[src/rtl/bounded_deque_top_assert.svh]
// ----------------------------------------------------------------------------
// Assertion macros for the bounded deque
// Clocked assertion helpers; every check is gated off while reset is active.
// ----------------------------------------------------------------------------
`ifndef BOUNDED_DEQUE_TOP_ASSERT_SVH
`define BOUNDED_DEQUE_TOP_ASSERT_SVH

// Property sampled on the rising clock edge, disabled during reset.
`define BDQ_ASSERT(label, prop, msg) \
  label: assert property (@(posedge clk_i) disable iff (!rst_ni) (prop)) else $error(msg);

// Condition that must never be true on a rising clock edge.
`define BDQ_ASSERT_NEVER(label, cond, msg) \
  label: assert property (@(posedge clk_i) disable iff (!rst_ni) !(cond)) else $error(msg);

`endif

[src/rtl/bdq_pkg.sv]
// ----------------------------------------------------------------------------
// bdq_pkg
// Shared constants, codes and payload types of the bounded deque.
// ----------------------------------------------------------------------------
`timescale 1ns / 1ps

package bdq_pkg;

  localparam int unsigned DEPTH = 8;
  localparam int unsigned IDX_W = (DEPTH > 1) ? $clog2(DEPTH) : 1;
  localparam int unsigned CNT_W = $clog2(DEPTH + 1);
  localparam int unsigned OCC_W = 4;

  typedef enum logic [1:0] {
    REQ_PUSH_FRONT = 2'd0,
    REQ_PUSH_REAR  = 2'd1,
    REQ_POP_FRONT  = 2'd2,
    REQ_POP_REAR   = 2'd3
  } req_type_e;

  typedef enum logic [1:0] {
    ST_DONE  = 2'd0,
    ST_FULL  = 2'd1,
    ST_EMPTY = 2'd2
  } status_e;

  typedef struct packed {
    req_type_e          req_type;
    logic signed [31:0] push_value;
  } req_t;

  typedef struct packed {
    logic signed [31:0] pop_value;
    status_e            status;
    logic [OCC_W-1:0]   occupancy;
  } rsp_t;

  // per-cell load controls; at most one is set in a cycle
  typedef struct packed {
    logic take_left;   // shift toward the rear (push front)
    logic take_right;  // shift toward the front (pop front)
    logic load;        // write the pushed word (push rear)
  } cell_ctl_t;

endpackage

[src/rtl/bdq_cell.sv]
// ----------------------------------------------------------------------------
// bdq_cell
// One storage cell of the deque chain: holds a word, loads from a neighbor.
// ----------------------------------------------------------------------------
`timescale 1ns / 1ps

module bdq_cell (
  input  logic                  clk_i,
  input  bdq_pkg::cell_ctl_t    ctl_i,
  input  logic signed [31:0]    left_i,
  input  logic signed [31:0]    right_i,
  input  logic signed [31:0]    push_i,
  output logic signed [31:0]    data_o
);

  logic signed [31:0] data_q;

  // payload only, no reset needed
  always_ff @(posedge clk_i) begin
    priority if (ctl_i.take_left) begin
      data_q <= left_i;
    end else if (ctl_i.take_right) begin
      data_q <= right_i;
    end else if (ctl_i.load) begin
      data_q <= push_i;
    end else begin
      data_q <= data_q;
    end
  end

  assign data_o = data_q;

endmodule

[src/rtl/bounded_deque_top.sv]
// ----------------------------------------------------------------------------
// bounded_deque_top
// Bounded double-ended queue of signed 32-bit words built as a chain of cells.
// ----------------------------------------------------------------------------
//
// Channel   Ports                          Dir  Handshake
// request   start_i, busy_o, req_i         in   taken when start_i && !busy_o
// response  rsp_valid_o, rsp_o             out  one-cycle strobe, no stall
//
// Cycles: one request per clock; the response shows in the cycle after the
//   request is taken, from the response register.
// busy_o stays low: the chain and the count update at the edge that takes the
//   request, so a new request may follow on every clock.
// Reset: rst_ni clears the fill count and the response strobe; cell contents
//   are left as they are and are never read before a push writes them.
// Stalls: the receiver cannot hold responses off; each strobe is one cycle.
//
// Cell 0 is always the front word, cell (count-1) the rear word. Push front
// shifts the whole chain toward the rear, pop front shifts it toward the
// front, push rear loads the cell at index count, pop rear only reads.
// ----------------------------------------------------------------------------
`timescale 1ns / 1ps
`include "bounded_deque_top_assert.svh"

module bounded_deque_top (
  input  logic          clk_i,
  input  logic          rst_ni,
  input  logic          start_i,
  output logic          busy_o,
  input  bdq_pkg::req_t req_i,
  output logic          rsp_valid_o,
  output bdq_pkg::rsp_t rsp_o
);

  localparam int unsigned DEPTH = bdq_pkg::DEPTH;
  localparam int unsigned IDX_W = bdq_pkg::IDX_W;
  localparam int unsigned CNT_W = bdq_pkg::CNT_W;

  logic                  accept;
  logic                  is_push;
  logic                  is_front;
  logic                  full;
  logic                  empty;
  logic                  ok_push;
  logic                  ok_pop;
  logic [CNT_W-1:0]      cnt_q, cnt_d;
  logic [CNT_W-1:0]      cnt_m1;
  logic signed [31:0]    cell_data [DEPTH];
  bdq_pkg::cell_ctl_t    cell_ctl  [DEPTH];
  logic                  rsp_valid_q;
  bdq_pkg::rsp_t         rsp_q, rsp_d;

  // never stalls: every request finishes in the cycle it is taken
  assign busy_o = 1'b0;
  assign accept = start_i && !busy_o;

  assign is_push  = (req_i.req_type == bdq_pkg::REQ_PUSH_FRONT) ||
                    (req_i.req_type == bdq_pkg::REQ_PUSH_REAR);
  assign is_front = (req_i.req_type == bdq_pkg::REQ_PUSH_FRONT) ||
                    (req_i.req_type == bdq_pkg::REQ_POP_FRONT);
  assign full     = (cnt_q == CNT_W'(DEPTH));
  assign empty    = (cnt_q == '0);
  assign ok_push  = accept && is_push && !full;
  assign ok_pop   = accept && !is_push && !empty;
  assign cnt_m1   = cnt_q - CNT_W'(1);

  // occupancy count
  always_comb begin
    priority if (ok_push) begin
      cnt_d = cnt_q + CNT_W'(1);
    end else if (ok_pop) begin
      cnt_d = cnt_m1;
    end else begin
      cnt_d = cnt_q;
    end
  end

  // cell chain
  for (genvar i = 0; i < DEPTH; i++) begin : g_cell
    logic signed [31:0] left_w;
    logic signed [31:0] right_w;

    if (i == 0) begin : g_first
      assign left_w = req_i.push_value;
    end else begin : g_mid_l
      assign left_w = cell_data[i-1];
    end

    if (i == DEPTH - 1) begin : g_last
      assign right_w = cell_data[i];
    end else begin : g_mid_r
      assign right_w = cell_data[i+1];
    end

    assign cell_ctl[i].take_left  = ok_push && is_front;
    assign cell_ctl[i].take_right = ok_pop && is_front;
    assign cell_ctl[i].load       = ok_push && !is_front && (cnt_q == CNT_W'(i));

    bdq_cell u_cell (
      .clk_i   (clk_i),
      .ctl_i   (cell_ctl[i]),
      .left_i  (left_w),
      .right_i (right_w),
      .push_i  (req_i.push_value),
      .data_o  (cell_data[i])
    );
  end

  // response
  always_comb begin
    rsp_d.occupancy = bdq_pkg::OCC_W'(cnt_d);
    rsp_d.pop_value = '0;
    rsp_d.status    = bdq_pkg::ST_DONE;
    priority if (is_push && full) begin
      rsp_d.status = bdq_pkg::ST_FULL;
    end else if (!is_push && empty) begin
      rsp_d.status = bdq_pkg::ST_EMPTY;
    end else if (is_push) begin
      // push taken: no word returned
      rsp_d.pop_value = '0;
    end else begin
      rsp_d.pop_value = is_front ? cell_data[0] : cell_data[cnt_m1[IDX_W-1:0]];
    end
  end

  always_ff @(posedge clk_i or negedge rst_ni) begin
    if (!rst_ni) begin
      cnt_q       <= '0;
      rsp_valid_q <= 1'b0;
    end else begin
      cnt_q       <= cnt_d;
      rsp_valid_q <= accept;
    end
  end

  always_ff @(posedge clk_i) begin
    if (accept) begin
      rsp_q <= rsp_d;
    end
  end

  assign rsp_valid_o = rsp_valid_q;
  assign rsp_o       = rsp_q;

  // assertions
  `BDQ_ASSERT(a_rsp_after_req, accept |=> rsp_valid_o, "response missing after request")
  `BDQ_ASSERT(a_no_extra_rsp, !accept |=> !rsp_valid_o, "response without request")
  `BDQ_ASSERT_NEVER(a_cnt_range, cnt_q > CNT_W'(DEPTH), "fill count beyond depth")
  `BDQ_ASSERT(a_refused_keeps_cnt, rsp_valid_o && (rsp_o.status != bdq_pkg::ST_DONE) |-> $stable(cnt_q), "refused request changed the count")
  `BDQ_ASSERT(a_refused_zero_pop, rsp_valid_o && (rsp_o.status != bdq_pkg::ST_DONE) |-> (rsp_o.pop_value == '0), "refused request returned a word")

endmodule

[config.mk]
export PLATFORM = sky130hd
export DESIGN_NAME = bounded_deque_top
export DESIGN_NICKNAME = d
export VERILOG_FILES = /design/src/rtl/bdq_pkg.sv /design/src/rtl/bdq_cell.sv /design/src/rtl/bounded_deque_top.sv
export VERILOG_INCLUDE_DIRS = /design/src /design/src/rtl
export SDC_FILE = /design/constraint.sdc
export NUM_CORES = 1
export LEC_CHECK = 0
export BUFFER_PORTS_ARGS = -buffer_cell sky130_fd_sc_hd__buf_2
export CAP_MARGIN = 5
export CORE_UTILIZATION = 55
export CTS_CLUSTER_DIAMETER = 200
export DETAILED_ROUTE_END_ITERATION = 10
export PLACE_DENSITY = 0.73
export SLEW_MARGIN = 15
export SYNTH_ARGS = -nofsm -noshare
export SYNTH_HDL_FRONTEND = slang
export SYNTH_SLANG_ARGS = --single-unit
[constraint.sdc]
create_clock -name clk_i -period 5.46 [get_ports clk_i]
set_input_delay 0.819 -clock clk_i [delete_from_list [all_inputs] [get_ports clk_i]]
set_output_delay 0.819 -clock clk_i [all_outputs]
set_load 0.05 [all_outputs]
======== After elaboration in Yosys (flattened, before gate mapping) ========
Cells that the tools add are included.
cells by class
  multiplexer cells ....................... 31
  bitwise logic cells ..................... 1
  $add $sub $neg .......................... 2
  reduce and logical (&&, ||, !) cells .... 35
  magnitude comparators ................... 1
  equality and inequality tests ........... 11
operators by type and width
  kind                                                   count
  2-to-1 mux 32 bit                                      27
  binary-select mux 32 bit (select 3 bit)                1
  nonzero test 3 bit                                     7
  logical AND 1 bit                                      17
  == test 4 x 3 -> 1 bit, second input constant          4
  == test 4 x 2 -> 1 bit, second input constant          2
  2-to-1 mux 4 bit                                       2
  adder 4 x 1 -> 4 bit, second input constant            1
  == test 4 x 1 -> 1 bit, second input constant          1
  == test 4 bit, second input constant                   1
  >= comparator 4 bit, second input constant             1
  logical NOT 1 bit                                      4
  logical NOT 4 bit                                      1
  NOT 3 -> 4 bit                                         1
  subtractor 4 x 1 -> 4 bit, second input constant       1
  OR reduction 3 bit                                     1
  == test 2 x 1 -> 1 bit, second input constant          1
  == test 2 bit, second input constant                   1
  logical NOT 2 bit                                      1
  logical OR 1 bit                                       2
  2-to-1 mux 2 bit                                       1
  inequality test 2 x 1 -> 1 bit, second input constant  1
  AND reduction 2 bit                                    1
  nonzero test 2 bit                                     1
storage, ports and cells
  logic and storage cells ................. 94
  register bits after elaboration ......... 299
  output and inout bits ................... 40

======== Logic depth before layout (Yosys ltp) ========
  depth in word-level cells ............... 9
  depth in mapped cells ................... 9

======== Cells and area by module ========
From an unflattened synthesis, not the netlist that was laid out.
second synthesis, totals
  cell total of the unflattened synthesis .. 1506
  area, all modules ....................... 17357.9 µm²
by module, submodules not included
  module             area each (µm²)  cells each  instances  sequential area each (µm²)
  bdq_cell           1672.9           140         8          960.9
  bounded_deque_top  3975.1           386         1          1266.2

======== Least setup slack after synthesis ========
Ideal clock, no wire load.
  path kind ............................... input to register
  start ................................... input req_i[33] (netlist name)
  end ..................................... register g_cell[5].u_cell.data_q[0] (enable)
  buffers on the path ..................... 1
  setup slack ............................. 1.073 ns
  setup time .............................. 0.466 ns
  stages on the path ...................... 4
  data arrival time ....................... 3.921 ns
  path through ............................ buf_2 -> nand3b_1 -> or3b_1 -> o21ai_0
on the way
  cells in the longest elaborated chain, start to end .. 7
  elaborated cells between the ends (all ways) .. 16
  classes of those cells .................. eq/ne: 2; reduce/logical: 14
RTL lines
  item                                                         line                                                                       RTL
  start: declaration                                           bounded_deque_top.sv:30                                                    input bdq_pkg::req_t req_i,
  == test 2 x 1 -> 1 bit or logical NOT 2 bit (tied branches)  bounded_deque_top.sv:58, bounded_deque_top.sv:57, bounded_deque_top.sv:59
  logical OR 1 bit                                             bounded_deque_top.sv:57                                                    assign is_push = (req_i.req_type == bdq_pkg::REQ_PUSH_FRONT) ||
  logical NOT 1 bit or logical AND 1 bit (tied branches)       bounded_deque_top.sv:64, bounded_deque_top.sv:63
  logical AND 1 bit, on equally long branches                  bounded_deque_top.sv:64, bounded_deque_top.sv:63
  logical AND 1 bit, on equally long branches                  bounded_deque_top.sv:64, bounded_deque_top.sv:97
  logical AND 1 bit, on equally long branches                  bounded_deque_top.sv:96, bounded_deque_top.sv:97
  nonzero test 3 bit (no source line) (*)                      -
  end signal: assignment                                       bdq_cell.sv:23                                                             data_q <= right_i;
  end signal: assignment                                       bdq_cell.sv:25                                                             data_q <= push_i;
  end signal: assignment                                       bdq_cell.sv:27                                                             data_q <= data_q;
  end: declaration                                             bdq_cell.sv:16                                                             logic signed [31:0] data_q;
Mark *: on every way between the ends. The rest lies on a longest branch, timed or not.
A chain may end at the register's enable or synchronous reset.

======== Worst setup path in the final report ========
  start ................................... register cnt_q[0]
  end ..................................... register rsp_q (netlist bit rsp_o[37]) (data pin)
on the way
  cells in the longest elaborated chain, start to end .. 6
  elaborated cells between the ends (all ways) .. 11
  classes of those cells .................. add/sub: 1; eq/ne: 1; mux: 4; bitwise: 1; reduce/logical: 4
RTL lines
  item                                                  line                      RTL
  start: declaration                                    bounded_deque_top.sv:46   logic [CNT_W-1:0] cnt_q, cnt_d;
  start signal: assignment                              bounded_deque_top.sv:131  cnt_q <= cnt_d;
  subtractor 4 x 1 -> 4 bit                             bounded_deque_top.sv:65   assign cnt_m1 = cnt_q - CNT_W'(1);
  NOT 3 -> 4 bit (implied by the code)                  bounded_deque_top.sv:122  rsp_d.pop_value = is_front ? cell_data[0] : cell_data[cnt_m1[IDX_W-1:0]];
  binary-select mux 32 bit (select 3 bit)               bounded_deque_top.sv:122
  2-to-1 mux 32 bit (implied by the code) (2 in a row)  bounded_deque_top.sv:122
  2-to-1 mux 32 bit                                     bounded_deque_top.sv:122
  end signal: assignment                                bounded_deque_top.sv:138  rsp_q <= rsp_d;
  end: declaration                                      bounded_deque_top.sv:51   bdq_pkg::rsp_t rsp_q, rsp_d;
Several ways; a longest one is shown, not always the timed one. The select of a mux whose other input is x is not followed.

==> run_results.csv <==
group,metric,value,unit
power_and_ir_drop,seqPwrFrac,0.383,
cts,clockBufferDepth,3,
drt,vias_per_cell,6.35,
yosys,ys.flop_type,"edfxtp_1",
grt,gr-total-overflow,0,
setup_path,crit_type,"reg2reg",
yosys,yosys_warnings,0,
timing,rsz0062_at_grt,"false",
cts,clk_pin_slew,0.06,ns
cts,cts_hold_buf,0,
timing,worstMarginPinSlew,1.23,ns
power_and_ir_drop,internal_power,5.35,mW
floorplanning,rows,60,
cts,post_cts_buffers,0,
setup_path,reg2reg_from,"cnt_q[0]$_DFF_PN0_",
setup_path,worstPathRequired,5.76,ns
setup_path,setup.worst_path.start,"cnt_q[0]$_DFF_PN0_",
drt,wl,39200,um
timing,period_minus_slack,3.33,ns
hold_path,hp-class,"in2async",
timing,slew_violations,0,
grt,grt_pass1_vias,10761,
final_layout,fin_nets,1405,
placed_design,dp_hpwl,22500,um
final_layout,fin_util,0.619,
final_layout,fillerInstances,2147,
grt,grt_usage,0.275,
timing,slew-limit-headroom,0.176,
final_layout,drive_gt1_frac,0.224,
drt,firstDrtPassIters,5,
timing,clock.fmax,301,MHz
timing,finClkSkew,0.0169,ns
setup_path,critPathMaxFanout,73,
drt,wl_per_cell,22.3,um
yosys,synthArstFlopShare,0.0167,
placed_design,io_buffers,75,
yosys,ys_seq_elements,299,
yosys,synth_area,0.0152,mm2
yosys,synthCells,1328,
yosys,synth_cell_type_count,40,
flow_run,max-cap-violations,0,
setup_path,endpoint,"rsp_o[37]$_SDFFCE_PP0P_",
cts,cts_sinks,299,
power_and_ir_drop,combPwrFrac,0.382,
grt,grt_pass1_wl,60400,um
floorplanning,core_area,0.0271,mm2
setup_path,crit_path_start_kind,"register",
timing,fin_setup_tns,0,ns
power_and_ir_drop,p_per_area,498,mW/mm2
cts,cts_tree,"done",
cts,cts_made_buffers,31,
cts,cts_resized,0,
grt,grt_busiest_layer,"met2",
cts,cts_root_buf,"clkbuf_16",
floorplanning,io_pins,77,
timing,hold_violations,0,
floorplanning,die_h,168,um
final_layout,area_growth,10.1,%
grt,grt_use_met3,0.0351,
yosys,ys_seq_area_frac,0.588,
setup_path,r2r_slack,2.13,ns
drt,drc,0,
timing,finalCritPeriodShare,0.609,
power_and_ir_drop,p_sw,3.01,mW
grt,grt_max_degree,142,
grt,use_met2,0.446,
final_layout,n_antenna_cell,0,
setup_path,crit_path_end_kind,"register",
floorplanning,die_area,0.0284,mm2
power_and_ir_drop,p_sw_frac,0.360,
cts,clk_latency,0.57,ns
power_and_ir_drop,leakagePower,6.34,nW
timing,setup-violations-final,0,
yosys,synth_edf_count,294,
yosys,avgSynthCellArea,11.5,um2
placed_design,gp_congestion,0.831,
floorplanning,die_x,168,um
drt,via_count,11171,
grt,antenna_found_initial,0,
cts,htreeDepth,1,
grt,grt_use_met1,0.387,
drt,ant_nets,0,
setup_path,r2r_end,"rsp_o[37]$_SDFFCE_PP0P_",
setup_path,reg2reg_depth,6,
power_and_ir_drop,clock_power_share,0.235,
setup_path,crit_arrival,3.63,ns
outcome,status,"complete, no violations",
power_and_ir_drop,irDropWorstVdd,0.000372,V
yosys,synth_nets,1370,
drt,drt-initial-drc-count,1257,
floorplanning,initial_utilization,0.562,
-- layer usage --
layer	part of all wire	up-vias	routed length (um)
li1	-	5054	-
met1	0.42	5484	16400
met2	0.48	553	18800
met3	0.079	80	3080
met4	0.025	0	981
met5	0	-	0
-- Yosys cell counts, types with 5 or more instances --
cell / number / area (um2)
nand2_1: 432 / 1620
edfxtp_1: 294 / 8830
a22oi_1: 186 / 1400
mux2_2: 126 / 1420
buf_2: 70 / 350
o22ai_1: 70 / 438
o31ai_1: 32 / 240
nand2_2: 22 / 138
buf_4: 13 / 97.6
nor2_1: 9 / 33.8
buf_6: 6 / 67.6
clkbuf_1: 6 / 22.5
dfrtp_1: 5 / 125
ha_1: 5 / 62.6
o21ai_0: 5 / 25.0
-- layout by cell type, fill, tap and decap left out, types with 3 or more instances in the layout --
cell / n
o22ai_1: 70
clkinv_1: 9
o31ai_1: 32
clkbuf_16: 31
nor2_1: 9
dfrtp_1: 5
nand2_1: 432
nand3b_1: 4
inv_1: 3
a22oi_1: 186
o21ai_4: 5
edfxtp_1: 294
nand2_2: 22
clkbuf_1: 5
ha_1: 4
buf_2: 75
clkinv_2: 7
buf_4: 22
nor2b_1: 3
mux2_2: 126
nor3b_4: 3
-- flip-flops by register name, indices dropped and copies added (netlist names) --
register and cells:
cnt_q 4, g_cell.u_cell.data_o 256, rsp_o 38, rsp_valid_o 1
-- logic make-up (layout without fill, tap and decap cells) --
family	count (synthesis)	after routing	share of synthesized area
AO/OA/AOI/OAI	304	304	0.143
XOR/XNOR	5	5	0.00411
adder cells (fa/ha/maj)	5	5	0.00411
buffers and inverters	100	159	0.0365
flip-flops	299	299	0.588
multiplexers	127	127	0.0938
other	1	1	0.000246
AND/OR/NAND/NOR	487	487	0.130
-- worst min-delay path by stage --
| stage | from | endpoint | slack [ns] | cells after the start |
|---|---|---|---|---|
| CTS | rst_ni | cnt_q[1]$_DFF_PN0_ | 0.05 | 1 |
| global placement | g_cell[6].u_cell.data_o[18]$_DFFE_PP_ | g_cell[7].u_cell.data_o[18]$_DFFE_PP_ | 0.54 | 2 |
| global route | rst_ni | cnt_q[1]$_DFF_PN0_ | 0.05 | 1 |
| detailed placement | g_cell[1].u_cell.data_o[18]$_DFFE_PP_ | g_cell[0].u_cell.data_o[18]$_DFFE_PP_ | 0.55 | 2 |
| finish | rst_ni | cnt_q[1]$_DFF_PN0_ | 0.06 | 1 |
| floorplan | rst_ni | cnt_q[0]$_DFF_PN0_ | 0.52 | 0 |
-- worst max-delay path, cell delays in order (launching register included) --
cell,delay (ns)
dfrtp_1,0.50
inv_1,0.22
ha_4,0.98
buf_4,0.51
mux2_2,0.23
o22ai_1,0.07
o31ai_1,0.50
-- power groups by stage --
stage / sequential [mW] / clock [mW] / combinational [mW]
6_report: 3.20 / 1.97 / 3.19
5_1_grt: 3.23 / 2.08 / 3.39
2_1_floorplan: 3.43 / 0 / 2.19
3_5_place_dp: 3.24 / 0 / 3.15
4_1_cts: 3.19 / 2.00 / 3.16
3_3_place_gp: 3.23 / 0 / 3.11
-- final cells by class --
type / instances / area [um2] / area share
Clock buffer: 36 / 795 / 0.0474
Clock inverter: 21 / 131 / 0.00783
Multi-Input combinational cell: 929 / 5840 / 0.348
Timing Repair Buffer: 99 / 581 / 0.0346
Sequential cell: 299 / 8950 / 0.534
Tap cell: 372 / 465 / 0.0277
Inverter: 3 / 11.3 / 0.000671
-- metrics by stage --
step	power (mW)	hold WS (ns)	cell area [um2]	setup slack, ns	instances
2_1_floorplan	5.62	0.523	15200	1.07	1328
3_3_place_gp	6.34	0.540	15900	2.18	1702
5_1_grt	8.69	0.0543	16800	2.01	1759
3_5_place_dp	6.39	0.546	15900	2.11	1702
4_1_cts	8.35	0.0494	16800	2.22	1759
6_report	8.36	0.0618	16800	2.13	1759
Power figures use the tool's default switching activity.
